File: src/design/sar_pkg.sv
// ----------------------------------------------------------------------------
// sar_pkg - shared types and constants for the stick auto-repeat block
// Register map, reset values and the configuration and pulse structs.
// ----------------------------------------------------------------------------
package sar_pkg;

   localparam int StickW    = 12;
   localparam int IntervalW = 16;
   localparam int TimeW     = 32;
   localparam int CsrDataW  = 32;
   localparam int CsrAddrW  = 5;
   localparam int CsrIdxW   = 3;

   // Register indexes (byte address = 4 * index)
   typedef enum logic [CsrIdxW-1:0] {
      REG_INITIAL_INTERVAL = 3'd0,
      REG_LONG_INTERVAL    = 3'd1,
      REG_MIN_INTERVAL     = 3'd2,
      REG_SPEEDUP_STEP     = 3'd3,
      REG_HIGH_THRESHOLD   = 3'd4,
      REG_LOW_THRESHOLD    = 3'd5
   } reg_idx_type;

   localparam logic [IntervalW-1:0] RST_INITIAL_INTERVAL = 16'd300;
   localparam logic [IntervalW-1:0] RST_LONG_INTERVAL    = 16'd1000;
   localparam logic [IntervalW-1:0] RST_MIN_INTERVAL     = 16'd50;
   localparam logic [IntervalW-1:0] RST_SPEEDUP_STEP     = 16'd50;
   localparam logic [StickW-1:0]    RST_HIGH_THRESHOLD   = 12'd1750;
   localparam logic [StickW-1:0]    RST_LOW_THRESHOLD    = 12'd250;

   typedef struct packed {
      logic [IntervalW-1:0] initial_interval;
      logic [IntervalW-1:0] long_interval;
      logic [IntervalW-1:0] min_interval;
      logic [IntervalW-1:0] speedup_step;
      logic [StickW-1:0]    high_threshold;
      logic [StickW-1:0]    low_threshold;
   } cfg_type;

   // Direction pulse of one channel
   typedef struct packed {
      logic lo;
      logic hi;
   } pulse_type;

endpackage

File: src/design/sar_if.sv
// ----------------------------------------------------------------------------
// sar_req_if / sar_rsp_if - valid/ready channels of the stick auto-repeat block
// One sample word in, one pulse word out.
// ----------------------------------------------------------------------------
interface sar_req_if;
   logic                         valid;
   logic                         ready;
   logic [sar_pkg::StickW-1:0]   roll_value;
   logic [sar_pkg::StickW-1:0]   pitch_value;
   logic [sar_pkg::StickW-1:0]   yaw_value;
   logic                         is_armed;
   logic [sar_pkg::TimeW-1:0]    now_ms;

   modport source (output valid, roll_value, pitch_value, yaw_value, is_armed, now_ms,
                   input ready);
   modport sink   (input valid, roll_value, pitch_value, yaw_value, is_armed, now_ms,
                   output ready);
endinterface

interface sar_rsp_if;
   logic valid;
   logic ready;
   logic roll_lo_pulse;
   logic roll_hi_pulse;
   logic pitch_lo_pulse;
   logic pitch_hi_pulse;
   logic yaw_lo_pulse;
   logic yaw_hi_pulse;
   logic yawlong_lo_pulse;
   logic yawlong_hi_pulse;

   modport source (output valid, roll_lo_pulse, roll_hi_pulse, pitch_lo_pulse, pitch_hi_pulse,
                   yaw_lo_pulse, yaw_hi_pulse, yawlong_lo_pulse, yawlong_hi_pulse,
                   input ready);
   modport sink   (input valid, roll_lo_pulse, roll_hi_pulse, pitch_lo_pulse, pitch_hi_pulse,
                   yaw_lo_pulse, yaw_hi_pulse, yawlong_lo_pulse, yawlong_hi_pulse,
                   output ready);
endinterface

File: src/design/sar_chan.sv
// ----------------------------------------------------------------------------
// sar_chan - one auto-repeat channel
// Holds held flag, press time and current interval; gives a direction pulse.
// ----------------------------------------------------------------------------
module sar_chan (
   input  logic                          clock,
   input  logic                          reset,
   input  logic                          step,       // disarmed sample this cycle
   input  logic                          long_chan,  // tied: long-yaw behavior
   input  logic [sar_pkg::StickW-1:0]    value,
   input  logic [sar_pkg::TimeW-1:0]     now_ms,
   input  sar_pkg::cfg_type              cfg,
   output sar_pkg::pulse_type            pulse
);

   logic                            held_ff, held_in;
   logic [sar_pkg::TimeW-1:0]       press_ff, press_in;
   logic [sar_pkg::IntervalW-1:0]   interval_ff, interval_in;

   logic                            high, low, fire;
   logic [sar_pkg::TimeW-1:0]       elapsed;
   logic [sar_pkg::IntervalW-1:0]   first_interval, reset_interval;

   assign high           = value > cfg.high_threshold;
   assign low            = value < cfg.low_threshold;
   assign elapsed        = now_ms - press_ff;
   assign first_interval = long_chan ? cfg.long_interval : cfg.initial_interval;
   assign reset_interval = long_chan ? sar_pkg::RST_LONG_INTERVAL
                                     : sar_pkg::RST_INITIAL_INTERVAL;

   always_comb begin
      held_in     = held_ff;
      press_in    = press_ff;
      interval_in = interval_ff;
      fire        = 1'b0;
      if (high || low) begin
         if (!held_ff) begin
            held_in  = 1'b1;
            press_in = now_ms;
            fire     = !long_chan;
         end else if (elapsed > {{(sar_pkg::TimeW-sar_pkg::IntervalW){1'b0}}, interval_ff}) begin
            if (interval_ff > cfg.min_interval) begin
               // shrink, saturating at zero
               if (interval_ff > cfg.speedup_step) begin
                  interval_in = interval_ff - cfg.speedup_step;
               end else begin
                  interval_in = '0;
               end
            end
            fire     = 1'b1;
            press_in = now_ms;
         end
      end else begin
         held_in = 1'b0;
      end
      if (!held_in) begin
         interval_in = first_interval;
      end
   end

   // high wins when both thresholds trip
   assign pulse.hi = step && fire && high;
   assign pulse.lo = step && fire && !high;

   always_ff @(posedge clock) begin
      if (reset) begin
         held_ff     <= 1'b0;
         press_ff    <= '0;
         interval_ff <= reset_interval;
      end else if (step) begin
         held_ff     <= held_in;
         press_ff    <= press_in;
         interval_ff <= interval_in;
      end
   end

endmodule

File: src/design/stick_autorepeat_accel.sv
// ----------------------------------------------------------------------------
// stick_autorepeat_accel - typematic auto-repeat with acceleration, 3 sticks
// Four repeat channels (roll, pitch, yaw, long-yaw) turn stick samples into
// direction pulses that speed up while a stick is held.
// ----------------------------------------------------------------------------
//  channel | dir | word                                   | handshake
//  --------+-----+----------------------------------------+-----------------
//  req_bus | in  | roll/pitch/yaw value, is_armed, now_ms | valid/ready
//  rsp_bus | out | eight direction pulse bits             | valid/ready
//  APB     | in  | six config registers at 4*index        | psel/penable
//
//  One sample word per clock while rsp_bus.ready stays high; the path is the
//  input register, then channel logic into the result register.
//  Channel state is read and updated in the result stage only, so samples
//  follow each other without bubbles.
//  Synchronous active-high reset clears channel state and loads register
//  defaults. A stalled result holds both stages; req_bus.ready drops only
//  when both are full and rsp_bus.ready is low.
// ----------------------------------------------------------------------------
module stick_autorepeat_accel (
   input  logic                            clock,
   input  logic                            reset,
   sar_req_if.sink                         req_bus,
   sar_rsp_if.source                       rsp_bus,
   input  logic                            psel,
   input  logic                            penable,
   input  logic                            pwrite,
   input  logic [sar_pkg::CsrAddrW-1:0]    paddr,
   input  logic [sar_pkg::CsrDataW-1:0]    pwdata,
   output logic [sar_pkg::CsrDataW-1:0]    prdata,
   output logic                            pready
);

   // ---------------------------------------------------------------- config
   sar_pkg::cfg_type              cfg_ff;
   logic                          cfg_wr;
   sar_pkg::reg_idx_type          cfg_idx;

   assign pready  = 1'b1;
   assign cfg_wr  = psel && penable && pwrite;
   assign cfg_idx = sar_pkg::reg_idx_type'(paddr[sar_pkg::CsrAddrW-1:2]);

   always_ff @(posedge clock) begin
      if (reset) begin
         cfg_ff.initial_interval <= sar_pkg::RST_INITIAL_INTERVAL;
         cfg_ff.long_interval    <= sar_pkg::RST_LONG_INTERVAL;
         cfg_ff.min_interval     <= sar_pkg::RST_MIN_INTERVAL;
         cfg_ff.speedup_step     <= sar_pkg::RST_SPEEDUP_STEP;
         cfg_ff.high_threshold   <= sar_pkg::RST_HIGH_THRESHOLD;
         cfg_ff.low_threshold    <= sar_pkg::RST_LOW_THRESHOLD;
      end else if (cfg_wr) begin
         // indexes past the map fall through and are dropped
         unique case (cfg_idx)
            sar_pkg::REG_INITIAL_INTERVAL: cfg_ff.initial_interval <= pwdata[15:0];
            sar_pkg::REG_LONG_INTERVAL:    cfg_ff.long_interval    <= pwdata[15:0];
            sar_pkg::REG_MIN_INTERVAL:     cfg_ff.min_interval     <= pwdata[15:0];
            sar_pkg::REG_SPEEDUP_STEP:     cfg_ff.speedup_step     <= pwdata[15:0];
            sar_pkg::REG_HIGH_THRESHOLD:   cfg_ff.high_threshold   <= pwdata[11:0];
            sar_pkg::REG_LOW_THRESHOLD:    cfg_ff.low_threshold    <= pwdata[11:0];
            default: ;
         endcase
      end
   end

   always_comb begin
      prdata = '0;
      unique case (cfg_idx)
         sar_pkg::REG_INITIAL_INTERVAL: prdata[15:0] = cfg_ff.initial_interval;
         sar_pkg::REG_LONG_INTERVAL:    prdata[15:0] = cfg_ff.long_interval;
         sar_pkg::REG_MIN_INTERVAL:     prdata[15:0] = cfg_ff.min_interval;
         sar_pkg::REG_SPEEDUP_STEP:     prdata[15:0] = cfg_ff.speedup_step;
         sar_pkg::REG_HIGH_THRESHOLD:   prdata[11:0] = cfg_ff.high_threshold;
         sar_pkg::REG_LOW_THRESHOLD:    prdata[11:0] = cfg_ff.low_threshold;
         default: ;
      endcase
   end

   // ---------------------------------------------------------- input stage
   logic                            s1_valid_ff;
   logic [sar_pkg::StickW-1:0]      s1_roll_ff, s1_pitch_ff, s1_yaw_ff;
   logic                            s1_armed_ff;
   logic [sar_pkg::TimeW-1:0]       s1_now_ff;

   logic                            rsp_valid_ff;
   logic [7:0]                      rsp_bits_ff, rsp_bits_in;

   logic                            advance;   // result stage free this cycle
   logic                            step;      // disarmed sample updates state

   assign advance       = !rsp_valid_ff || rsp_bus.ready;
   assign req_bus.ready = !s1_valid_ff || advance;
   assign step          = s1_valid_ff && advance && !s1_armed_ff;

   always_ff @(posedge clock) begin
      if (reset) begin
         s1_valid_ff <= 1'b0;
      end else if (req_bus.ready) begin
         s1_valid_ff <= req_bus.valid;
      end
   end

   always_ff @(posedge clock) begin
      if (req_bus.ready && req_bus.valid) begin
         s1_roll_ff  <= req_bus.roll_value;
         s1_pitch_ff <= req_bus.pitch_value;
         s1_yaw_ff   <= req_bus.yaw_value;
         s1_armed_ff <= req_bus.is_armed;
         s1_now_ff   <= req_bus.now_ms;
      end
   end

   // -------------------------------------------------------------- channels
   sar_pkg::pulse_type roll_p, pitch_p, yaw_p, long_p;

   sar_chan u_roll (
      .clock(clock), .reset(reset), .step(step), .long_chan(1'b0),
      .value(s1_roll_ff), .now_ms(s1_now_ff), .cfg(cfg_ff), .pulse(roll_p));

   sar_chan u_pitch (
      .clock(clock), .reset(reset), .step(step), .long_chan(1'b0),
      .value(s1_pitch_ff), .now_ms(s1_now_ff), .cfg(cfg_ff), .pulse(pitch_p));

   sar_chan u_yaw (
      .clock(clock), .reset(reset), .step(step), .long_chan(1'b0),
      .value(s1_yaw_ff), .now_ms(s1_now_ff), .cfg(cfg_ff), .pulse(yaw_p));

   // long-yaw watches the same yaw stick, no pulse on first deflection
   sar_chan u_long (
      .clock(clock), .reset(reset), .step(step), .long_chan(1'b1),
      .value(s1_yaw_ff), .now_ms(s1_now_ff), .cfg(cfg_ff), .pulse(long_p));

   // pulses are gated by step, so an armed sample yields all zeros
   assign rsp_bits_in = {long_p.hi, long_p.lo, yaw_p.hi, yaw_p.lo,
                         pitch_p.hi, pitch_p.lo, roll_p.hi, roll_p.lo};

   // --------------------------------------------------------- result stage
   always_ff @(posedge clock) begin
      if (reset) begin
         rsp_valid_ff <= 1'b0;
      end else if (advance) begin
         rsp_valid_ff <= s1_valid_ff;
      end
   end

   always_ff @(posedge clock) begin
      if (advance && s1_valid_ff) begin
         rsp_bits_ff <= rsp_bits_in;
      end
   end

   assign rsp_bus.valid            = rsp_valid_ff;
   assign rsp_bus.roll_lo_pulse    = rsp_bits_ff[0];
   assign rsp_bus.roll_hi_pulse    = rsp_bits_ff[1];
   assign rsp_bus.pitch_lo_pulse   = rsp_bits_ff[2];
   assign rsp_bus.pitch_hi_pulse   = rsp_bits_ff[3];
   assign rsp_bus.yaw_lo_pulse     = rsp_bits_ff[4];
   assign rsp_bus.yaw_hi_pulse     = rsp_bits_ff[5];
   assign rsp_bus.yawlong_lo_pulse = rsp_bits_ff[6];
   assign rsp_bus.yawlong_hi_pulse = rsp_bits_ff[7];

   // ------------------------------------------------------------ assertions
   a_armed_quiet: assert property (@(posedge clock) disable iff (reset)
      s1_valid_ff && advance && s1_armed_ff |=> rsp_bits_ff == 8'd0)
      else $error("armed sample produced a pulse");

   a_one_dir: assert property (@(posedge clock) disable iff (reset)
      rsp_valid_ff |-> !(rsp_bits_ff[0] && rsp_bits_ff[1]) &&
                       !(rsp_bits_ff[2] && rsp_bits_ff[3]) &&
                       !(rsp_bits_ff[4] && rsp_bits_ff[5]) &&
                       !(rsp_bits_ff[6] && rsp_bits_ff[7]))
      else $error("both directions pulsed on one channel");

   a_stall_only_full: assert property (@(posedge clock) disable iff (reset)
      !req_bus.ready |-> s1_valid_ff && rsp_valid_ff && !rsp_bus.ready)
      else $error("input stalled with room in the pipeline");

   a_cfg_write: assert property (@(posedge clock) disable iff (reset)
      cfg_wr && cfg_idx == sar_pkg::REG_INITIAL_INTERVAL
      |=> cfg_ff.initial_interval == $past(pwdata[15:0]))
      else $error("initial interval write lost");

endmodule

File: src/flat_wrapper.sv
// flat-port wrapper written by rule: the top's interface ports become plain ports
module stick_autorepeat_accel_flat 
  (clock, reset, psel, penable, pwrite, paddr, pwdata, prdata, pready, req_bus_valid, req_bus_roll_value, req_bus_pitch_value, req_bus_yaw_value, req_bus_is_armed, req_bus_now_ms, req_bus_ready, rsp_bus_valid, rsp_bus_roll_lo_pulse, rsp_bus_roll_hi_pulse, rsp_bus_pitch_lo_pulse, rsp_bus_pitch_hi_pulse, rsp_bus_yaw_lo_pulse, rsp_bus_yaw_hi_pulse, rsp_bus_yawlong_lo_pulse, rsp_bus_yawlong_hi_pulse, rsp_bus_ready);
  sar_req_if req_bus_i ();
  sar_rsp_if rsp_bus_i ();
  input  logic clock;
  input  logic reset;
  input  logic psel;
  input  logic penable;
  input  logic pwrite;
  input  logic [sar_pkg::CsrAddrW-1:0] paddr;
  input  logic [sar_pkg::CsrDataW-1:0] pwdata;
  output logic [sar_pkg::CsrDataW-1:0] prdata;
  output logic pready;
  input wire logic [$bits(req_bus_i.valid)-1:0] req_bus_valid;
  input wire logic [$bits(req_bus_i.roll_value)-1:0] req_bus_roll_value;
  input wire logic [$bits(req_bus_i.pitch_value)-1:0] req_bus_pitch_value;
  input wire logic [$bits(req_bus_i.yaw_value)-1:0] req_bus_yaw_value;
  input wire logic [$bits(req_bus_i.is_armed)-1:0] req_bus_is_armed;
  input wire logic [$bits(req_bus_i.now_ms)-1:0] req_bus_now_ms;
  output wire logic [$bits(req_bus_i.ready)-1:0] req_bus_ready;
  output wire logic [$bits(rsp_bus_i.valid)-1:0] rsp_bus_valid;
  output wire logic [$bits(rsp_bus_i.roll_lo_pulse)-1:0] rsp_bus_roll_lo_pulse;
  output wire logic [$bits(rsp_bus_i.roll_hi_pulse)-1:0] rsp_bus_roll_hi_pulse;
  output wire logic [$bits(rsp_bus_i.pitch_lo_pulse)-1:0] rsp_bus_pitch_lo_pulse;
  output wire logic [$bits(rsp_bus_i.pitch_hi_pulse)-1:0] rsp_bus_pitch_hi_pulse;
  output wire logic [$bits(rsp_bus_i.yaw_lo_pulse)-1:0] rsp_bus_yaw_lo_pulse;
  output wire logic [$bits(rsp_bus_i.yaw_hi_pulse)-1:0] rsp_bus_yaw_hi_pulse;
  output wire logic [$bits(rsp_bus_i.yawlong_lo_pulse)-1:0] rsp_bus_yawlong_lo_pulse;
  output wire logic [$bits(rsp_bus_i.yawlong_hi_pulse)-1:0] rsp_bus_yawlong_hi_pulse;
  input wire logic [$bits(rsp_bus_i.ready)-1:0] rsp_bus_ready;
  assign req_bus_i.valid = req_bus_valid;
  assign req_bus_i.roll_value = req_bus_roll_value;
  assign req_bus_i.pitch_value = req_bus_pitch_value;
  assign req_bus_i.yaw_value = req_bus_yaw_value;
  assign req_bus_i.is_armed = req_bus_is_armed;
  assign req_bus_i.now_ms = req_bus_now_ms;
  assign req_bus_ready = req_bus_i.ready;
  assign rsp_bus_valid = rsp_bus_i.valid;
  assign rsp_bus_roll_lo_pulse = rsp_bus_i.roll_lo_pulse;
  assign rsp_bus_roll_hi_pulse = rsp_bus_i.roll_hi_pulse;
  assign rsp_bus_pitch_lo_pulse = rsp_bus_i.pitch_lo_pulse;
  assign rsp_bus_pitch_hi_pulse = rsp_bus_i.pitch_hi_pulse;
  assign rsp_bus_yaw_lo_pulse = rsp_bus_i.yaw_lo_pulse;
  assign rsp_bus_yaw_hi_pulse = rsp_bus_i.yaw_hi_pulse;
  assign rsp_bus_yawlong_lo_pulse = rsp_bus_i.yawlong_lo_pulse;
  assign rsp_bus_yawlong_hi_pulse = rsp_bus_i.yawlong_hi_pulse;
  assign rsp_bus_i.ready = rsp_bus_ready;
  stick_autorepeat_accel u_core (.clock(clock), .reset(reset), .req_bus(req_bus_i), .rsp_bus(rsp_bus_i), .psel(psel), .penable(penable), .pwrite(pwrite), .paddr(paddr), .pwdata(pwdata), .prdata(prdata), .pready(pready));
endmodule
File: config.mk
export PLATFORM = sky130hd
export DESIGN_NAME = stick_autorepeat_accel_flat
export DESIGN_NICKNAME = d
export VERILOG_FILES = /design/src/design/sar_pkg.sv /design/src/design/sar_if.sv /design/src/design/sar_chan.sv /design/src/design/stick_autorepeat_accel.sv /design/src/flat_wrapper.sv
export SDC_FILE = /design/constraint.sdc
export NUM_CORES = 1
export LEC_CHECK = 0
export ABC_CLOCK_PERIOD_IN_PS = 5100
export BUFFER_PORTS_ARGS = -buffer_cell sky130_fd_sc_hd__buf_2
export CAP_MARGIN = 20
export CORE_MARGIN = 10
export CORE_UTILIZATION = 25
export DETAILED_ROUTE_END_ITERATION = 10
export GPL_ROUTABILITY_DRIVEN = 0
export PLACE_DENSITY = 0.43
export SLEW_MARGIN = 25
export SYNTH_ARGS = -nofsm -noshare
export SYNTH_HDL_FRONTEND = slang
export SYNTH_SLANG_ARGS = --single-unit
File: constraint.sdc
create_clock -name clock -period 5.1 [get_ports clock]
set_clock_uncertainty 0.15 [all_clocks]
set_input_delay 1.02 -clock clock [delete_from_list [all_inputs] [get_ports clock]]
set_output_delay 1.02 -clock clock [all_outputs]
set_load 0.03 [all_outputs]
==> flow_summary_export.csv, run 1 <==
group,metric,value,unit
logic_synthesis,ys_async_sr_fraction,0,%
global_route,grt_pass1_vias,27100,
finish,area_delta_synth_final,25.5,%
setup_path,required,5.29,ns
detailed_routing,drcViolationCount,0,
placed_design,port_buffers,120,
clocking,cts_root_buf,"clkbuf_16",
timing,fmax,0.183,GHz
timing,tightest_slew,1.04,ns
clocking,clock-sinks,362,
power_and_ir_drop,p_per_area,239,nW/µm²
setup_path,regToRegEndpoint,"u_core.rsp_bits_ff[0]",
die,coreArea,120000,µm²
power_and_ir_drop,p_clk_share,39.4,%
clocking,tritoncts,"built",
setup_path,cp-endpoint,"u_core.rsp_bits_ff[0]",
finish,layout_common_cells,"ha_1, a21oi_1, inv_1, buf_4, dfxtp_1",
power_and_ir_drop,leakage,15.6,nW
power_and_ir_drop,vdd_ir_drop_max,0.274,mV
setup_path,arrival,5.67,ns
die,ioPinCount,156,
clocking,cts_htree_levels,2,
detailed_routing,wl_per_cell,20.9,µm
die,dieArea,135000,µm²
global_route,grt_max_degree,119,
flow_run,cap_violations,0,
setup_path,start_kind,"flop",
finish,nNetsFinal,4510,
power_and_ir_drop,switching_share,31.8,%
power_and_ir_drop,p_int,6.14,mW
placed_design,hpwl,90900,µm
setup_path,worstSetupEndpointType,"flop",
clocking,numCtsBuffers,44,
timing,period_share,107,%
finish,finish.utilization,31.5,%
logic_synthesis,synth_seq_area_share,26.7,%
logic_synthesis,avgSynthCellArea,8.28,µm²
detailed_routing,vias,28000,
finish,layout-drive-gt1-share,18.6,%
timing,finalHoldViolCount,0,
placed_design,dpl.cell_count,5518,
timing,max_slew_margin,30.1,%
finish,antenna_cells,0,
clocking,clk_pin_slew,0.06,ns
logic_synthesis,synthCells,3631,
die,std_cell_rows,127,
logic_synthesis,synth.distinct_cells,98,
setup_path,r2r_start,"u_core.s1_now_ff[4]",
die,die_h,367,µm
clocking,ctsHoldBuffers,0,
detailed_routing,drt-initial-drc-count,1829,
timing,fin_crit,5.48,ns
power_and_ir_drop,fin_total_pwr,9.00,mW
finish,final_common_cell,"ha_1",
finish,fin_cells,5651,
setup_path,crit_type,"flop to flop",
die,initial_core_util,25.1,%
setup_path,cp_max_fo,5,
detailed_routing,postRouteAntennaNets,0,
logic_synthesis,ys_warn_count,0,
detailed_routing,first_pass_iters,6,
timing,drv_slew,0,
clocking,clk-insertion-delay-late,0.64,ns
global_route,grt_use_total,16.7,%
setup_path,worst-r2r-cell-count,24,
logic_synthesis,synth_seq_cells,362,
power_and_ir_drop,combPwrFrac,26.1,%
timing,setup_viol,133,
detailed_routing,drt_wl_total,118000,µm
timing,rsz0062_at_grt,"true",
setup_path,crit_start,"u_core.s1_now_ff[4]",
setup_path,ff2ff_setup_slack,-0.38,ns
power_and_ir_drop,power.switching,2.86,mW
detailed_routing,viasPerCell,4.95,
logic_synthesis,synth_enable_flop_cells,77,
timing,timing.final.ws_setup,-0.376,ns
logic_synthesis,synth_ff_type,"dfxtp_1",
global_route,gr-total-overflow,0,
min_path,hp-class,"flop to flop",
global_route,grt_pass1_wl,174000,µm
global_route,antenna_found_initial,3,
power_and_ir_drop,seq_power_share,34.5,%
clocking,clk_path_buf_depth,3,
logic_synthesis,synth_area,30100,µm²
status,status,"finished with violations",
die,fp.dieW,367,µm
status,violations,"setup timing",
## flip-flops by register name (all words and copies together) (netlist names)
| register | flops |
|---|---|
| u_core.cfg_ff | 88 |
| u_core.rsp_bits_ff | 8 |
| u_core.rsp_bus.valid | 1 |
| u_core.s1_armed_ff | 1 |
| u_core.s1_now_ff | 32 |
| u_core.s1_pitch_ff | 12 |
| u_core.s1_roll_ff | 12 |
| u_core.s1_valid_ff | 1 |
| u_core.s1_yaw_ff | 12 |
| u_core.u_long.interval_ff | 16 |
| u_core.u_long.press_ff | 32 |
| u_core.u_pitch.held_ff | 1 |
| u_core.u_pitch.interval_ff | 16 |
| u_core.u_pitch.press_ff | 32 |
| u_core.u_roll.held_ff | 1 |
| u_core.u_roll.interval_ff | 16 |
| u_core.u_roll.press_ff | 32 |
| u_core.u_yaw.held_ff | 1 |
| u_core.u_yaw.interval_ff | 16 |
| u_core.u_yaw.press_ff | 32 |
## Yosys cell counts, types with 34 or more instances
cell      number  area share, %
nor2_1       249            3.1
a21o_1       106            2.6
ha_1         385             16
dfxtp_1      285             19
edfxtp_1      77            7.7
o211ai_1      34           0.85
xor2_1        52            1.5
o21ai_0      129            2.1
o21a_1        35           0.87
nor2b_1       39           0.81
nand2_1      284            3.5
nor3_1        76            1.3
nand2b_1     185            3.8
nand3_1       64            1.1
xnor2_1       79            2.3
inv_1        297            3.7
mux2i_1      182            6.1
a211oi_1      36           0.90
clkbuf_1     117            1.5
nand4_1       73            1.5
a21oi_1      328            5.5
## how the worst min path moves through the flow
stage                           start                end  slack (ns)  depth (start not counted)
global placement    u_core.cfg_ff[48]  u_core.cfg_ff[48]        0.31                          2
detailed placement  u_core.cfg_ff[55]  u_core.cfg_ff[55]        0.31                          2
finish              u_core.cfg_ff[53]  u_core.cfg_ff[53]        0.32                          2
global route        u_core.cfg_ff[53]  u_core.cfg_ff[53]        0.33                          2
floorplan           u_core.cfg_ff[27]  u_core.cfg_ff[27]        0.30                          2
CTS                 u_core.cfg_ff[55]  u_core.cfg_ff[55]        0.32                          2
## power groups by stage
stage	clock network (mW)	registers (mW)	logic, mW
floorplan	0	3.14	1.38
global placement	0	3.17	2.16
detailed placement	0	3.17	2.16
CTS	3.63	3.11	2.28
global route	3.72	3.12	2.58
finish	3.54	3.11	2.35
## critical path: stages, from the launching register on
cell and delay [ns]:
edfxtp_1 0.40, buf_4 0.18, ha_4 0.23, a21o_1 0.18, o311a_4 0.42, a31oi_4 0.17
nand2_2 0.11, a31oi_4 0.14, xnor2_1 0.09, ha_1 0.31, nand4_1 0.15, or4_4 0.47
nor2_4 0.14, a211oi_4 0.07, nor4_2 0.29, o211ai_1 0.16, a2111oi_2 0.29, nand4_1 0.19
buf_4 0.19, buf_6 0.11, nor4_4 0.19, a21o_2 0.22, buf_6 0.15, buf_12 0.15
nor2_4 0.03
## layer usage
metal  up-vias  share of wire, %  track usage [%]
li1      13800                 -                -
met1     13400                48             23.3
met2       653                45             27.4
met3       116               4.5             1.82
met4         0               2.4             3.89
met5         -                 0                0
## layout make-up
type                    instances  area, µm²
well taps                    1612       2020
fillers                     12700      81900
multi-input cells            2824      21200
clock inverters                17        284
repair buffers                475       3730
clock buffers                  64       1320
inverters                     297       1110
flip-flops and latches        362       8020
## metrics by stage
stage          setup TNS (ns)  setup slack, ns  hold WS (ns)  cell area, µm²
2_1_floorplan          -0.253           -0.121         0.296           30200
3_3_place_gp           -76.57           -0.737         0.305           34500
3_5_place_dp           -76.89           -0.752         0.310           34500
4_1_cts                -40.89           -0.389         0.318           37300
5_1_grt                -61.72           -0.598         0.334           37700
6_report               -28.90           -0.376         0.319           37700
## repair_timing
item / 4_1_cts / 5_1_grt
buffers inserted: 32 / 20
gates resized for setup: 133 / 97
setup endpoints to repair: 200 / 200
cloned: 12 / 2
pin swaps: 50 / 88
## cell families after synthesis
kind of cell | Yosys count | share of synthesized area, %
AOI/OAI and AO/OA | 952 | 20.7
xor gates and xnor gates | 131 | 3.82
adders and majority gates | 393 | 16.6
buffers and inverters | 462 | 6.23
DFF | 362 | 26.7
muxes | 208 | 7.31
other | 2 | 0.0250
and+or+nand+nor | 1121 | 18.7
Note: power is estimated with default switching activity, not from simulation.
==> run 2, diff against run 1 <==
--- a/config.mk
+++ b/config.mk
@@ -8,11 +8,10 @@
 export ABC_CLOCK_PERIOD_IN_PS = 5100
 export BUFFER_PORTS_ARGS = -buffer_cell sky130_fd_sc_hd__buf_2
 export CAP_MARGIN = 20
-export CORE_MARGIN = 10
-export CORE_UTILIZATION = 25
+export CORE_UTILIZATION = 57
 export DETAILED_ROUTE_END_ITERATION = 10
 export GPL_ROUTABILITY_DRIVEN = 0
-export PLACE_DENSITY = 0.43
+export PLACE_DENSITY = 0.8
 export SLEW_MARGIN = 25
 export SYNTH_ARGS = -nofsm -noshare
 export SYNTH_HDL_FRONTEND = slang
==> run 2 against run 1 <==
- the run still ends with setup timing left
- worst hold slack better by 0.0052 ns
- final area fell by 5.6%
- sequential cell count unchanged
- first-iteration DRC count up 89%
- non-clock buffer count is 64 lower
- combinational power decreased by 3%
- largest power group is now sequential cells
- register-to-register slack worse by 0.26 ns
- critical path depth is 1 lower
- total power down 6.0%
- fmax down 4.5%
- via count rose by 7.2%
==> flow_summary_export.csv, run 2 (same netlist as run 1, synthesis figures left out) <==
group,metric,value,unit
finish,nNetsFinal,4441,
clocking,clock-sinks,362,
timing,finalHoldViolCount,0,
detailed_routing,drcViolationCount,0,
global_route,antenna_found_initial,0,
timing,fmax,0.174,GHz
setup_path,required,5.44,ns
power_and_ir_drop,p_per_area,238,nW/µm²
timing,fin_worst_hold_slack,0.324,ns
detailed_routing,first_pass_iters,8,
setup_path,start_kind,"flop",
timing,rsz0062_at_grt,"true",
setup_path,cp_max_fo,7,
global_route,grt_pass1_wl,152000,µm
die,die_h,232,µm
status,violations,"setup timing",
min_path,hold_depth,2,
min_path,hold_start,"u_core.cfg_ff[50]",
die,fp.dieW,232,µm
power_and_ir_drop,switching_share,31.9,%
finish,final_area,35600,µm²
clocking,clk_path_buf_depth,3,
timing,tightest_slew,1.14,ns
detailed_routing,vias,30000,
power_and_ir_drop,leakage,15.1,nW
detailed_routing,drt_wl_total,102000,µm
min_path,worstHoldEndpoint,"u_core.cfg_ff[50]",
finish,largest_reg_flops,88,
setup_path,crit_type,"flop to flop",
clocking,numCtsBuffers,40,
timing,timing.final.ws_setup,-0.633,ns
setup_path,r2r_start,"u_core.s1_now_ff[5]",
timing,fin_crit,5.73,ns
finish,largest_register,"u_core.cfg_ff",
detailed_routing,wl_per_cell,22.0,µm
power_and_ir_drop,vdd_ir_drop_max,0.299,mV
finish,final_common_cell,"ha_1",
timing,setup_viol,151,
detailed_routing,viasPerCell,6.45,
timing,period_share,112,%
setup_path,crit_start,"u_core.s1_now_ff[5]",
power_and_ir_drop,seq_power_share,36.8,%
detailed_routing,drt-initial-drc-count,3452,
placed_design,place_area,32700,µm²
global_route,grt_max_degree,136,
clocking,ctsHoldBuffers,0,
setup_path,arrival,6.07,ns
clocking,clk_pin_slew,0.07,ns
clocking,tritoncts,"built",
placed_design,hpwl,71100,µm
clocking,cts_root_buf,"clkbuf_16",
finish,area_delta_synth_final,18.5,%
finish,layout_common_cells,"ha_1, a21oi_1, inv_1",
power_and_ir_drop,p_int,5.76,mW
die,coreArea,51700,µm²
die,ioPinCount,156,
timing,drv_slew,0,
flow_run,cap_violations,0,
placed_design,port_buffers,120,
detailed_routing,postRouteAntennaNets,0,
die,initial_core_util,58.1,%
timing,max_slew_margin,23.4,%
setup_path,regToRegEndpoint,"u_core.u_yaw.interval_ff[13]",
global_route,grt_use_total,36.3,%
status,status,"finished with violations",
global_route,gr-total-overflow,0,
clocking,clk-insertion-delay-late,0.60,ns
setup_path,worstSetupEndpointType,"flop",
power_and_ir_drop,combPwrFrac,26.9,%
min_path,hp-class,"flop to flop",
die,dieArea,53700,µm²
die,std_cell_rows,83,
finish,layout-drive-gt1-share,16.6,%
global_route,grt_pass1_vias,27900,
power_and_ir_drop,power.switching,2.70,mW
clocking,cts_htree_levels,2,
placed_design,place_ws,-0.577,ns
setup_path,worst-r2r-cell-count,23,
power_and_ir_drop,p_clk_share,36.3,%
setup_path,ff2ff_setup_slack,-0.63,ns
-- run 2: cell types whose count changed in the layout (fill, tap and decap cells not counted), sizes merged, moves of 2 or more --
cell    change
clkbuf     -11
clkinv      +6
bufinv      -3
buf        -63
inv         -2
-- run 2: metal layers --
layer,share of wire (%),vias up,global-route usage (%),wire length (µm)
li1,-,13700,-,-
met1,38,14000,46.8,39100
met2,43,1842,55.8,44300
met3,12,445,9.07,12200
met4,6.3,0,19.0,6420
met5,0,-,0,0
-- run 2: stage by stage --
stage / instances / utilization, % / power [mW] / setup TNS (ns)
global placement: 4506 / 63.3 / 5.09 / -43.68
CTS: 4625 / 67.9 / 8.26 / -19.17
global route: 4646 / 68.9 / 8.74 / -87.89
finish: 4647 / 68.9 / 8.46 / -65.29
floorplan: 3646 / - / 4.51 / -0.253
detailed placement: 4506 / 63.3 / 5.15 / -67.00
-- run 2: what timing repair did --
action | in CTS | in global routing
buffers inserted | 37 | 31
endpoints found under the hold margin | 0 | 0
resized for setup | 95 | 101
cloned | 9 | 1
pin swaps | 57 | 83
setup endpoints to repair | 163 | 189
-- run 2: power by group through the flow --
stage               clock network (mW)  registers (mW)  logic [mW]
finish                            3.07            3.11        2.28
global route                      3.18            3.12        2.45
CTS                               3.06            3.10        2.09
detailed placement                   0            3.17        1.98
global placement                     0            3.16        1.93
floorplan                            0            3.14        1.38
-- run 2: cell type report --
cell class,instances,area [µm²]
multi-input combinational,2823,21100
timing repair buffer,411,3150
clock inverter,19,188
tap,680,851
clock buffer,54,1180
fill,3823,16100
inverter,297,1110
sequential,362,8020
antenna,1,2.50
-- run 2: worst max-delay path by stage --
stage               cells past startpoint                       endpoint  slack, ns
floorplan                              22  u_core.u_roll.interval_ff[12]      -0.12
global placement                       23  u_core.u_roll.interval_ff[13]      -0.40
detailed placement                     24     u_core.u_roll.press_ff[30]      -0.58
CTS                                    24   u_core.u_roll.interval_ff[1]      -0.28
global route                           22   u_core.u_roll.interval_ff[6]      -0.73
finish                                 23   u_core.u_yaw.interval_ff[13]      -0.63
-- run 2: critical path: stages (launching register included) --
cell and delay [ns]:
edfxtp_1 0.49, buf_4 0.19, buf_6 0.14, ha_1 0.36
nand3_1 0.13, a21oi_1 0.23, a21oi_1 0.08, buf_4 0.16
or2_2 0.31, nand2_2 0.10, xor2_2 0.17, ha_1 0.26
buf_4 0.14, a21oi_1 0.17, o21ai_1 0.15, nor4_4 0.42
o221ai_2 0.19, a2111oi_4 0.26, nand4_1 0.19, a2111oi_4 0.33
buf_4 0.17, a41o_4 0.34, nand2_8 0.13, mux2_4 0.35
